<file path="src/rtl/core/ntlt_pkg.sv">
`timescale 1ns / 1ps
// ----------------------------------------------------------------------------
// ntlt_pkg
// Shared types and constants for the name-to-task lookup table.
// ----------------------------------------------------------------------------
package ntlt_pkg;

   localparam int ENTRIES_DEF    = 64;
   localparam int NAME_BYTES_DEF = 32;
   localparam int WORD_W         = 64;
   localparam int NAME_WORDS     = 4;
   localparam int RAW_NAME_W     = NAME_WORDS * WORD_W;
   localparam int TASK_W         = 8;
   localparam int FOUND_W        = 9;

   localparam logic [FOUND_W-1:0] TASK_NONE = '1;

   typedef enum logic {
      OP_REGISTER = 1'b0,
      OP_LOOKUP   = 1'b1
   } opcode_type;

   typedef enum logic [1:0] {
      ST_OK        = 2'd0,
      ST_FULL      = 2'd1,
      ST_FOUND     = 2'd2,
      ST_NOT_FOUND = 2'd3
   } status_type;

endpackage

</file>
<file path="src/rtl/core/ntlt_norm.sv">
`timescale 1ns / 1ps
// ----------------------------------------------------------------------------
// ntlt_norm
// Name cleanup: cuts the name at its first zero byte and drops bytes past
// NAME_BYTES.
// ----------------------------------------------------------------------------
module ntlt_norm #(
   parameter int NAME_BYTES = ntlt_pkg::NAME_BYTES_DEF
) (
   input  logic [ntlt_pkg::RAW_NAME_W-1:0] raw_name,
   output logic [NAME_BYTES*8-1:0]         clean_name
);

   always_comb begin
      logic       ended;
      logic [7:0] cur;
      ended      = 1'b0;
      clean_name = '0;
      for (int b = 0; b < NAME_BYTES; b++) begin
         cur   = raw_name[8*b +: 8];
         ended = ended | (cur == 8'd0);
         clean_name[8*b +: 8] = ended ? 8'd0 : cur;
      end
   end

endmodule

</file>
<file path="config.mk">
export PLATFORM = sky130hd
export DESIGN_NAME = ntlt_norm
export DESIGN_NICKNAME = d
export VERILOG_FILES = /design/src/rtl/core/ntlt_pkg.sv /design/src/rtl/core/ntlt_norm.sv
export SDC_FILE = /design/constraint.sdc
export NUM_CORES = 1
export LEC_CHECK = 0
export CAP_MARGIN = 20
export CORE_AREA = 2 2 198 200
export DETAILED_ROUTE_END_ITERATION = 7
export DIE_AREA = 0 0 200 202
export DONT_BUFFER_PORTS = 1
export PLACE_DENSITY = 0.33
export SYNTH_ARGS = -nofsm -noshare
export SYNTH_HDL_FRONTEND = slang
export SYNTH_SLANG_ARGS = --single-unit
</file>
<file path="constraint.sdc">
create_clock -name vclk -period 5.1
set_clock_uncertainty 0.15 [all_clocks]
set_input_delay 1.275 -clock vclk [all_inputs]
set_output_delay 1.275 -clock vclk [all_outputs]
set_load 0.05 [all_outputs]
</file>
==> out/results.ini <==
[synthesis]
yosysTopAreaCellShare_pct=24.1
yosys-top-cells-count=nor4_1, nor4_2, inv_1, nand2_1, and2_1
yosysMostFrequentCell=nor4_1
synth-seq-area-share_pct=0
netlist_area_um2=3900
yosysUniqueCellTypes=32
yosys_warnings=0
synth_top_area_cell=nor4_2
synth_nets=836
syn_avg_cell_area_um2=6.72
synth_top_cells_by_area=nor4_2, nor4_1, and2_1
syn_inst=580

[sta]
max_freq_mhz=208
setup_ws_ns=0.295
setup_violations=0
period_minus_slack_ns=4.81
max-slew-margin-rel_pct=35.4
hold_viol=0
slew_viol_final=0
grt_setup_unrepaired=false
timing.final.crit_share_pct=94.2
max_slew.worst_pin.slew_ns=0.965

[global_routing]
grt_max_degree=48
antenna_found_initial=2
gr-usage-all-layers_pct=13.4
grt_pass1_wl_mm=39.5
grt_pass1_vias=5487
grt_overflow=0

[place]
dp_slack_ns=0.251
post-dp-hpwl_mm=26.2
dpl_cell_area_um2=6920
place_congestion=0.938
port_buffers=0

[layout]
clockBufferCount=0
drive_above_1_share_pct=53.2
nFlopsAndLatches=0
areaGrowthSynthToFinish_pct=78.1
seqCellArea_um2=0
nets=1012
fillCellCount=4372
final_area_um2=6950

[detailed_routing]
drc_errors=0
drt_wl_total_mm=29.4
post_drt_via_cell_ratio=4.31
wl_per_cell_um=22.9
vias=5526
drtIter0Drc=220
drtPass1Iterations=4
drtAntennaViolNets=0

[min_path]
worstHoldStart=raw_name[2]
hold_class=primary input to output port

[worst_setup_path]
cp_cell_sequence=or4_1 -> nor2_1 -> a211oi_4 -> nand3_4 -> buf_4 -> nor4_2 -> buf_6
path_class=primary input to output port
startpoint=raw_name[161]
crit_arrival_ns=3.38
end_kind=output port
path_delay_family=simple AND/OR/NAND/NOR gates
cp_max_fo=18
start_kind=primary input
slowest_delay_ns=0.78
required_ns=3.67
crit_buf_inv=2
cp_slowest_cell=a211oi_4

[clock_network]
cts_hold_buf=0
postCtsSetupBuffers=0
cts_resized=0

[floorplan]
fp.dieW_um=200
core_area_um2=38300
initial_core_util_pct=10.2
rows=72
io_pins=512
die_y_um=202
die_area_um2=40400

[status]
status=finished clean

[power]
irDropWorstVdd_mv=0.0790
leakage_nw=2.94
cellPowerDensity_nw_per_um2=151

[job]
drv_cap=0

==> through the flow <==
stage / TNS (ns) / utilization [%] / power (mW) / hold slack (ns) / cells
finish: 0 / 18.1 / 1.05 / 2.40 / 1282
global route: 0 / 18.1 / 1.09 / 2.40 / 1276
CTS: 0 / 18.1 / 1.06 / 2.40 / 1272
detailed placement: 0 / 18.1 / 1.06 / 2.40 / 1272
global placement: 0 / 18.1 / 1.06 / 2.40 / 1272
floorplan: -4.70 / - / 0.748 / 2.56 / 580
==> kinds of logic after synthesis <==
group           share of synthesized area [%]
buf+inv                                  19.2
compound gates                           1.96
simple gates                             78.9
==> power breakdown <==
group	internal (mW)	switching (mW)
combinational	0.324	0.725
sequential	0	0
clock	0.000000267	0
total	0.324	0.725
==> worst paths after layout <==
path / endpoint / cells past startpoint / slack, ns
worst max-delay path: clean_name[215] / 7 / 0.29
worst min-delay path: clean_name[2] / 0 / 2.40
==> layout make-up <==
cell class	instances	area (µm²)	area share, %
Antenna cell	10	25.0	0.360
Multi-Input combinational cell	441	3640	52.5
Timing Repair Buffer	242	2360	34.0
Tap cell	518	648	9.33
Inverter	71	267	3.84
==> cell usage in the layout, fill, tap and decap left out, drive strengths merged, types with 11 or more instances in the layout <==
cell type / Yosys / layout
nor2: 11 / 11
nand3: 18 / 18
nor3: 17 / 17
nand4: 11 / 11
or4: 20 / 20
buf: 39 / 242
and2: 64 / 64
nand2: 69 / 69
inv: 71 / 71
nor4: 174 / 174
and3: 27 / 27
==> routing by layer <==
layer	global-route usage, %	part of all wire [%]	up-vias
li1	-	-	2489
met2	26.8	55	352
met4	3.33	2.2	0
met3	3.45	9.9	25
met1	13.3	33	2660
met5	0	0	-
(Power assumes the default switching activity.)
